`src/hw/rtl/rsa_pkg.sv`:
```
`timescale 1ns / 1ps
package rsa_pkg;
	localparam int SampleWidth = 32;
	localparam int FracBits = 16;
	localparam int TotalWidth = 48;
	localparam int CountWidth = 32;
	localparam int M2Width = 63;
	localparam int DivWidth = 64;
	localparam int DivSteps = DivWidth;
	localparam int StepWidth = 7;

	typedef enum logic [2:0] {
		ST_IDLE,
		ST_PREP,
		ST_DIV_MEAN,
		ST_MUL,
		ST_DIV_VAR,
		ST_DONE
	} state_t;

	typedef struct packed {
		logic load;
		logic first;
		logic prep;
		logic div_start_mean;
		logic div_start_var;
		logic mean_done;
		logic mul_step;
		logic var_done;
	} cmd_t;

	typedef struct packed {
		logic first_sample;
		logic div_busy;
		logic mul_done;
	} status_t;
endpackage

```
`src/hw/rtl/rsa_divider.sv`:
```
`timescale 1ns / 1ps
module rsa_divider (
	input  logic                       clk,
	input  logic                       arst_n,
	input  logic                       start,
	input  logic [rsa_pkg::DivWidth-1:0] dividend,
	input  logic [rsa_pkg::CountWidth-1:0] divisor,
	output logic                       busy,
	output logic [rsa_pkg::DivWidth-1:0] quotient
);
	import rsa_pkg::*;

	logic [DivWidth-1:0]   quo_q;
	logic [CountWidth:0]   rem_q;
	logic [CountWidth-1:0] dsr_q;
	logic [StepWidth-1:0]  cnt_q;
	logic [CountWidth:0]   trial;
	logic [CountWidth:0]   diff;

	assign trial = {rem_q[CountWidth-1:0], quo_q[DivWidth-1]};
	assign diff = trial - {1'b0, dsr_q};

	always_ff @(posedge clk or negedge arst_n) begin
		if (!arst_n) begin
			cnt_q <= '0;
			busy <= 1'b0;
		end else if (start) begin
			cnt_q <= StepWidth'(DivSteps);
			busy <= 1'b1;
		end else if (busy) begin
			cnt_q <= cnt_q - 1'b1;
			if (cnt_q == StepWidth'(1)) busy <= 1'b0;
		end
	end

	always_ff @(posedge clk) begin
		if (start) begin
			quo_q <= dividend;
			rem_q <= '0;
			dsr_q <= divisor;
		end else if (busy) begin
			if (!diff[CountWidth]) begin
				rem_q <= diff;
				quo_q <= {quo_q[DivWidth-2:0], 1'b1};
			end else begin
				rem_q <= trial;
				quo_q <= {quo_q[DivWidth-2:0], 1'b0};
			end
		end
	end

	assign quotient = quo_q;
endmodule

```
`src/hw/rtl/rsa_datapath.sv`:
```
`timescale 1ns / 1ps
module rsa_datapath (
	input  logic                           clk,
	input  logic                           arst_n,
	input  rsa_pkg::cmd_t                  cmd,
	output rsa_pkg::status_t               status,
	input  logic [rsa_pkg::SampleWidth-1:0] sample,
	output logic [rsa_pkg::CountWidth-1:0] sample_count,
	output logic [rsa_pkg::SampleWidth-1:0] mean,
	output logic [rsa_pkg::M2Width-1:0]    variance,
	output logic                           variance_valid,
	output logic [rsa_pkg::SampleWidth-1:0] minimum,
	output logic [rsa_pkg::SampleWidth-1:0] maximum,
	output logic [rsa_pkg::TotalWidth-1:0] total,
	output logic [rsa_pkg::SampleWidth-1:0] latest
);
	import rsa_pkg::*;

	localparam int MagW = SampleWidth + 1;
	localparam logic signed [TotalWidth:0] SumHi = {2'b00, {(TotalWidth-1){1'b1}}};
	localparam logic signed [TotalWidth:0] SumLo = {2'b11, {(TotalWidth-1){1'b0}}};

	logic signed [SampleWidth-1:0] x_q, mean_q, min_q, max_q, last_q;
	logic [CountWidth-1:0]         count_q;
	logic signed [TotalWidth-1:0]  sum_q;
	logic [M2Width-1:0]            m2_q, var_q;
	logic                          neg_q;
	logic [MagW-1:0]               dmag_q, vmag_q;
	logic [2*MagW-1:0]             prod_q;
	logic [1:0]                    mcnt_q;
	logic                          div_start;
	logic [DivWidth-1:0]           div_in, quo;
	logic [CountWidth-1:0]         div_den;
	logic                          div_busy;

	logic signed [SampleWidth:0]   delta, dev;
	logic signed [TotalWidth:0]    sum_ext;
	logic signed [SampleWidth:0]   step;
	logic signed [SampleWidth-1:0] new_mean;
	logic [2*MagW-1:0]             pp;
	logic [2*MagW-FracBits-1:0]    term;
	logic [M2Width:0]              m2_sum;
	logic [M2Width-1:0]            term_sat;
	logic [MagW-1:0]               dmag_d;
	logic [CountWidth-1:0]         count_inc;

	assign delta = {x_q[SampleWidth-1], x_q} - {mean_q[SampleWidth-1], mean_q};
	assign dmag_d = delta[SampleWidth] ? MagW'(-delta) : MagW'(delta);
	assign count_inc = (count_q != {CountWidth{1'b1}}) ? count_q + 1'b1 : count_q;
	assign step = neg_q ? -$signed({1'b0, quo[SampleWidth-1:0]})
		: $signed({1'b0, quo[SampleWidth-1:0]});
	assign new_mean = SampleWidth'(mean_q + step);
	assign dev = {x_q[SampleWidth-1], x_q} - {new_mean[SampleWidth-1], new_mean};
	assign sum_ext = {sum_q[TotalWidth-1], sum_q} + (TotalWidth+1)'(x_q);
	assign pp = (2*MagW)'(dmag_q[MagW/2-1:0] * vmag_q) << 0;
	assign term = prod_q[2*MagW-1:FracBits];
	assign term_sat = (term > (2*MagW-FracBits)'({M2Width{1'b1}})) ? {M2Width{1'b1}}
		: M2Width'(term);
	assign m2_sum = {1'b0, m2_q} + {1'b0, term_sat};

	assign div_start = cmd.div_start_mean | cmd.div_start_var;
	assign div_in = cmd.div_start_mean ? DivWidth'(dmag_d) : DivWidth'(m2_q);
	assign div_den = cmd.div_start_mean ? count_inc : count_q - 1'b1;

	rsa_divider u_div (
		.clk(clk), .arst_n(arst_n), .start(div_start), .dividend(div_in),
		.divisor(div_den), .busy(div_busy), .quotient(quo)
	);

	always_ff @(posedge clk or negedge arst_n) begin
		if (!arst_n) begin
			count_q <= '0;
			mean_q <= '0;
			m2_q <= '0;
			var_q <= '0;
			min_q <= '0;
			max_q <= '0;
			sum_q <= '0;
			last_q <= '0;
			mcnt_q <= '0;
			x_q <= '0;
			neg_q <= 1'b0;
			dmag_q <= '0;
			vmag_q <= '0;
			prod_q <= '0;
		end else begin
			if (cmd.load) begin
				x_q <= $signed(sample);
				last_q <= $signed(sample);
			end
			if (cmd.first) begin
				count_q <= CountWidth'(1);
				mean_q <= x_q;
				min_q <= x_q;
				max_q <= x_q;
				sum_q <= TotalWidth'(x_q);
				m2_q <= '0;
			end
			if (cmd.prep) begin
				count_q <= count_inc;
				if (sum_ext > SumHi)
					sum_q <= SumHi[TotalWidth-1:0];
				else if (sum_ext < SumLo)
					sum_q <= SumLo[TotalWidth-1:0];
				else
					sum_q <= TotalWidth'(sum_ext);
				if (x_q < min_q) min_q <= x_q;
				if (x_q > max_q) max_q <= x_q;
				neg_q <= delta[SampleWidth];
				dmag_q <= dmag_d;
			end
			if (cmd.mean_done) begin
				mean_q <= new_mean;
				vmag_q <= dev[SampleWidth] ? MagW'(-dev) : MagW'(dev);
				prod_q <= '0;
				mcnt_q <= '0;
			end
			if (cmd.mul_step) begin
				mcnt_q <= mcnt_q + 1'b1;
				if (mcnt_q == 2'd0) prod_q <= pp;
				else if (mcnt_q == 2'd1)
					prod_q <= prod_q + ((2*MagW)'(dmag_q[MagW-1:MagW/2] * vmag_q) << (MagW/2));
				else if (mcnt_q == 2'd2)
					m2_q <= m2_sum[M2Width] ? {M2Width{1'b1}} : m2_sum[M2Width-1:0];
			end
			if (cmd.var_done) var_q <= quo[M2Width-1:0];
		end
	end

	assign status.first_sample = (count_q == '0);
	assign status.div_busy = div_busy;
	assign status.mul_done = (mcnt_q == 2'd3);

	assign sample_count = count_q;
	assign mean = mean_q;
	assign variance = var_q;
	assign variance_valid = (count_q >= CountWidth'(2));
	assign minimum = min_q;
	assign maximum = max_q;
	assign total = sum_q;
	assign latest = last_q;
endmodule

```
`src/hw/rtl/rsa_controller.sv`:
```
`timescale 1ns / 1ps
module rsa_controller (
	input  logic             clk,
	input  logic             arst_n,
	input  logic             in_valid,
	output logic             in_stall,
	output logic             out_valid,
	input  logic             out_stall,
	input  rsa_pkg::status_t status,
	output rsa_pkg::cmd_t    cmd
);
	import rsa_pkg::*;

	state_t state_q, state_d;

	always_ff @(posedge clk or negedge arst_n) begin
		if (!arst_n) begin
			state_q <= ST_IDLE;
		end else begin
			state_q <= state_d;
		end
	end

	always_comb begin
		state_d = state_q;
		case (state_q)
			ST_IDLE: if (in_valid) state_d = ST_PREP;
			ST_PREP: state_d = status.first_sample ? ST_DONE : ST_DIV_MEAN;
			ST_DIV_MEAN: if (!status.div_busy) state_d = ST_MUL;
			ST_MUL: if (status.mul_done) state_d = ST_DIV_VAR;
			ST_DIV_VAR: if (!status.div_busy) state_d = ST_DONE;
			ST_DONE: if (!out_stall) state_d = ST_IDLE;
			default: state_d = ST_IDLE;
		endcase
	end

	always_comb begin
		cmd = '0;
		in_stall = 1'b1;
		out_valid = 1'b0;
		case (state_q)
			ST_IDLE: begin
				in_stall = 1'b0;
				cmd.load = in_valid;
			end
			ST_PREP: begin
				cmd.first = status.first_sample;
				cmd.prep = !status.first_sample;
				cmd.div_start_mean = !status.first_sample;
			end
			ST_DIV_MEAN: begin
				cmd.mean_done = !status.div_busy;
			end
			ST_MUL: begin
				cmd.mul_step = !status.mul_done;
				cmd.div_start_var = status.mul_done;
			end
			ST_DIV_VAR: begin
				cmd.var_done = !status.div_busy;
			end
			ST_DONE: out_valid = 1'b1;
			default: cmd = '0;
		endcase
	end
endmodule

```
`src/hw/rtl/running_stats_accumulator_top.sv`:
```
`timescale 1ns / 1ps
// Channel  Handshake                 Beat
// input    in_valid / in_stall       sample
// output   out_valid / out_stall     sample_count .. latest
// Between input beats a sample passes through idle, setup, a pass of a 64-step
// radix-2 divider for the mean step, a multiply and accumulate, a second divider
// pass for the variance, and the result state.
// The first sample after reset passes only through idle, setup and result.
// Reset clears all statistics. A new sample is taken only once the result is taken.
module running_stats_accumulator_top (
	input  logic                            clk,
	input  logic                            arst_n,
	input  logic                            in_valid,
	output logic                            in_stall,
	input  logic [rsa_pkg::SampleWidth-1:0] sample,
	output logic                            out_valid,
	input  logic                            out_stall,
	output logic [rsa_pkg::CountWidth-1:0]  sample_count,
	output logic [rsa_pkg::SampleWidth-1:0] mean,
	output logic [rsa_pkg::M2Width-1:0]     variance,
	output logic                            variance_valid,
	output logic [rsa_pkg::SampleWidth-1:0] minimum,
	output logic [rsa_pkg::SampleWidth-1:0] maximum,
	output logic [rsa_pkg::TotalWidth-1:0]  total,
	output logic [rsa_pkg::SampleWidth-1:0] latest
);
	import rsa_pkg::*;

	cmd_t    cmd;
	status_t status;

	rsa_controller u_ctrl (
		.clk(clk), .arst_n(arst_n), .in_valid(in_valid), .in_stall(in_stall),
		.out_valid(out_valid), .out_stall(out_stall), .status(status), .cmd(cmd)
	);

	rsa_datapath u_dp (
		.clk(clk), .arst_n(arst_n), .cmd(cmd), .status(status), .sample(sample),
		.sample_count(sample_count), .mean(mean), .variance(variance),
		.variance_valid(variance_valid), .minimum(minimum), .maximum(maximum),
		.total(total), .latest(latest)
	);
endmodule
```
`config.mk`:
```
export PLATFORM = sky130hd
export DESIGN_NAME = running_stats_accumulator_top
export DESIGN_NICKNAME = d
export VERILOG_FILES = /design/src/hw/rtl/rsa_pkg.sv /design/src/hw/rtl/rsa_divider.sv /design/src/hw/rtl/rsa_datapath.sv /design/src/hw/rtl/rsa_controller.sv /design/src/hw/rtl/running_stats_accumulator_top.sv
export SDC_FILE = /design/constraint.sdc
export NUM_CORES = 2
export LEC_CHECK = 0
export BUFFER_PORTS_ARGS = -buffer_cell sky130_fd_sc_hd__buf_2
export CAP_MARGIN = 20
export CELL_PAD_IN_SITES_DETAIL_PLACEMENT = 0
export CELL_PAD_IN_SITES_GLOBAL_PLACEMENT = 1
export CORE_MARGIN = 4
export CORE_UTILIZATION = 45
export CTS_CLUSTER_DIAMETER = 120
export CTS_CLUSTER_SIZE = 28
export DETAILED_ROUTE_END_ITERATION = 8
export GPL_TIMING_DRIVEN = 0
export PLACE_DENSITY = 0.76
export SYNTH_ARGS = -nofsm -noshare
export SYNTH_HDL_FRONTEND = slang
export SYNTH_SLANG_ARGS = --single-unit
```
`constraint.sdc`:
```
create_clock -name clk -period 19 [get_ports clk]
set_clock_uncertainty 0.1 [all_clocks]
set_input_delay 0.95 -clock clk [delete_from_list [all_inputs] [get_ports clk]]
set_output_delay 0.95 -clock clk [all_outputs]
set_load 0.01 [all_outputs]
```
==> run_results.csv <==
group,metric,value,unit
grt,grt_pass1_vias,65800,
timing,drv_slew,0,
die,io_pins,310,
timing,hold_ws,0.232,ns
timing,rsz0062_at_grt,"no",
critical_path,crit_top_cell,"fa_1",
clock_network,cts_tree,"yes",
grt,antenna_found_initial,21,
die,die_w,421,µm
critical_path,end_kind,"register",
critical_path,cp_slowest_cell,"a211oi_1",
timing,fin_ws,7.10,ns
synthesis,yosys_register_bits,592,
synthesis,synth_largest_area_cell,"fa_1",
grt,grt_pass1_wl,422000,µm
die,num_rows,151,
synthesis,ys_types,102,
detailed_routing,vias_per_cell,5.76,
grt,overflow,0,
die,dieArea,178000,µm²
final_layout,fillers,16700,
die,die_h,421,µm
clock_network,cts_max_level,1,
placed_design,dp_hpwl,229000,µm
worst_hold_path,hp-class,"in2async",
critical_path,crit_type,"reg2reg",
synthesis,synth-edff-count,96,
final_layout,regArea,15100,µm²
final_layout,drive_gt1_frac,0.0676,
detailed_routing,dr.pass1.iters,6,
final_layout,final_core_util,0.486,
final_layout,nNetsFinal,10800,
timing,finalCritPeriodShare,0.626,
detailed_routing,wire_per_inst,24.5,µm
synthesis,synth_top_cell_area_share,0.235,
critical_path,r2r_slack,7.10,ns
synthesis,yosysWarnings,0,
timing,relSlewSlack,0.186,
final_layout,multi_input_area,55400,µm²
critical_path,critical_path.max_fanout,10,
detailed_routing,routed_wl,281000,µm
clock_network,clk_latency,0.69,ns
detailed_routing,drc,0,
synthesis,synthCells,8848,
timing,tightest_slew,1.21,ns
synthesis,ys_seq_area_frac,0.197,
critical_path,arrival,12.34,ns
clock_network,clk_pin_slew,0.12,ns
synthesis,synthFlopType,"dfrtp_1",
grt,grt_max_degree,103,
clock_network,root_buffer,"clkbuf_16",
synthesis,synth_top_cells_by_count,"nand2_1 (1257), inv_1 (1206), fa_1 (902)",
timing,fmax,0.0841,GHz
clock_network,cts_buffer_depth,3,
placed_design,pre_cts_ws,7.28,ns
critical_path,r2r_cells,38,
clock_network,numCtsBuffers,29,
synthesis,synth_area_leaders,"fa_1 (23%), dfrtp_1 (15%), ha_1 (9.9%)",
die,initial_utilization,0.453,
placed_design,place.gp.congestion,0.965,
synthesis,synth_area_per_cell,8.69,µm²
detailed_routing,via_count,66100,
flow_run,drv_cap,0,
final_layout,syn2layout_area_growth,7.29,%
clock_network,ctsHoldBuffers,0,
synthesis,syn_area,76900,µm²
detailed_routing,antenna_left,0,
timing,hold_violations,0,
outcome,outcome,"finished clean",
grt,track_usage,0.311,
timing,finalSetupTns,0,ns
clock_network,cts_sinks,592,
critical_path,critPathLaunchType,"register",
timing,setup_viol,0,
detailed_routing,drt_iter0_markers,5948,
die,core,170000,µm²
placed_design,io_buffers,309,
synthesis,synth.most_common_cell,"nand2_1",
synthesis,async_flop_share,0.784,
clock_network,cts_resized,0,
critical_path,critPathRequiredTime,19.44,ns
critical_path,slowest_delay,0.98,ns
clock_network,post_cts_buffers,0,
timing,period_needed,11.90,ns
-- per-layer routing --
metal  global-route usage  part of all wire  up-vias
li1                     -                 -    29800
met1                0.436              0.43    33100
met2                0.486              0.44     2578
met3               0.0482             0.078      504
met4                0.120             0.048       10
met5                    0           0.00026        -
-- layout make-up --
| cell class | count | share of cell area |
|---|---|---|
| clock buffers | 35 | 0.00907 |
| multi-input cells | 6560 | 0.671 |
| inverters | 1206 | 0.0549 |
| repair buffers | 324 | 0.0221 |
| diodes | 9 | 0.000273 |
| clock inverters | 15 | 0.00214 |
| flip-flops and latches | 592 | 0.183 |
| well taps | 2218 | 0.0336 |
| plain buffers | 502 | 0.0233 |
-- critical path: cells and delay by family (launching register included) --
family / cells / cell delay (ns)
AOI/OAI and AO/OA: 13 / 3.74
adders and majority gates: 8 / 3.49
buffers and inverters: 8 / 2.24
and+or+nand+nor: 7 / 1.45
DFF: 1 / 0.35
xor gates and xnor gates: 2 / 0.35
-- kinds of logic (layout without fill, tap and decap cells) --
family	after synthesis	after routing	share of synthesized area
simple gates	2573	2573	0.156
other cells	1	22	0.0000488
fa+ha+maj	1510	1510	0.334
buf+inv	1708	2082	0.0838
compound gates	1795	1795	0.148
mux	203	203	0.0291
flops	592	592	0.197
xor+xnor	466	466	0.0531
-- state kept, by name, summed over array words and instances (netlist names), 32 cells and up --
| signal | count |
|---|---|
| u_dp.mean | 32 |
| u_dp.minimum | 32 |
| u_dp.u_div.quotient | 64 |
| u_dp.sample_count | 32 |
| u_dp.vmag_q | 33 |
| u_dp.maximum | 32 |
| u_dp.m2_q | 63 |
| u_dp.x_q | 32 |
| u_dp.prod_q | 50 |
| u_dp.u_div.dsr_q | 32 |
| u_dp.total | 48 |
| u_dp.variance | 63 |
| u_dp.dmag_q | 33 |
| u_dp.u_div.rem_q | 32 |
-- through the flow --
stage,instances,cell area (µm²)
finish,11500,82500
detailed placement,11400,81500
global placement,11400,81300
floorplan,8860,76900
CTS,11500,82400
global route,11500,82500
-- path summary, 6_finish.rpt --
path / from / to
max reg2reg: u_dp.dmag_q[26] / u_dp.prod_q[65]
min reg2reg: u_dp.u_div.rem_q[19] / u_dp.u_div.rem_q[19]
max: u_dp.dmag_q[26] / u_dp.prod_q[65]
min in group clk: sample[24] / u_dp.x_q[24]
min: arst_n / u_dp.total[33]
max in group asynchronous: arst_n / u_dp.dmag_q[16]
-- cell usage in the layout, fill, tap and decap left out, types with 160 or more instances in the layout --
master    count
o21ai_0     372
and2_1      342
xnor2_1     306
xor2_1      160
fa_1        902
nand2_1    1257
a21o_1      251
ha_1        608
clkbuf_1    469
nor2_1      350
inv_1      1206
dfrtp_1     464
mux2_2      163
a21oi_1     557
buf_2       333
Power is left out: the tool's default activity adds up to more than one toggle a clock period on the data nets, which glitch-free logic cannot reach.
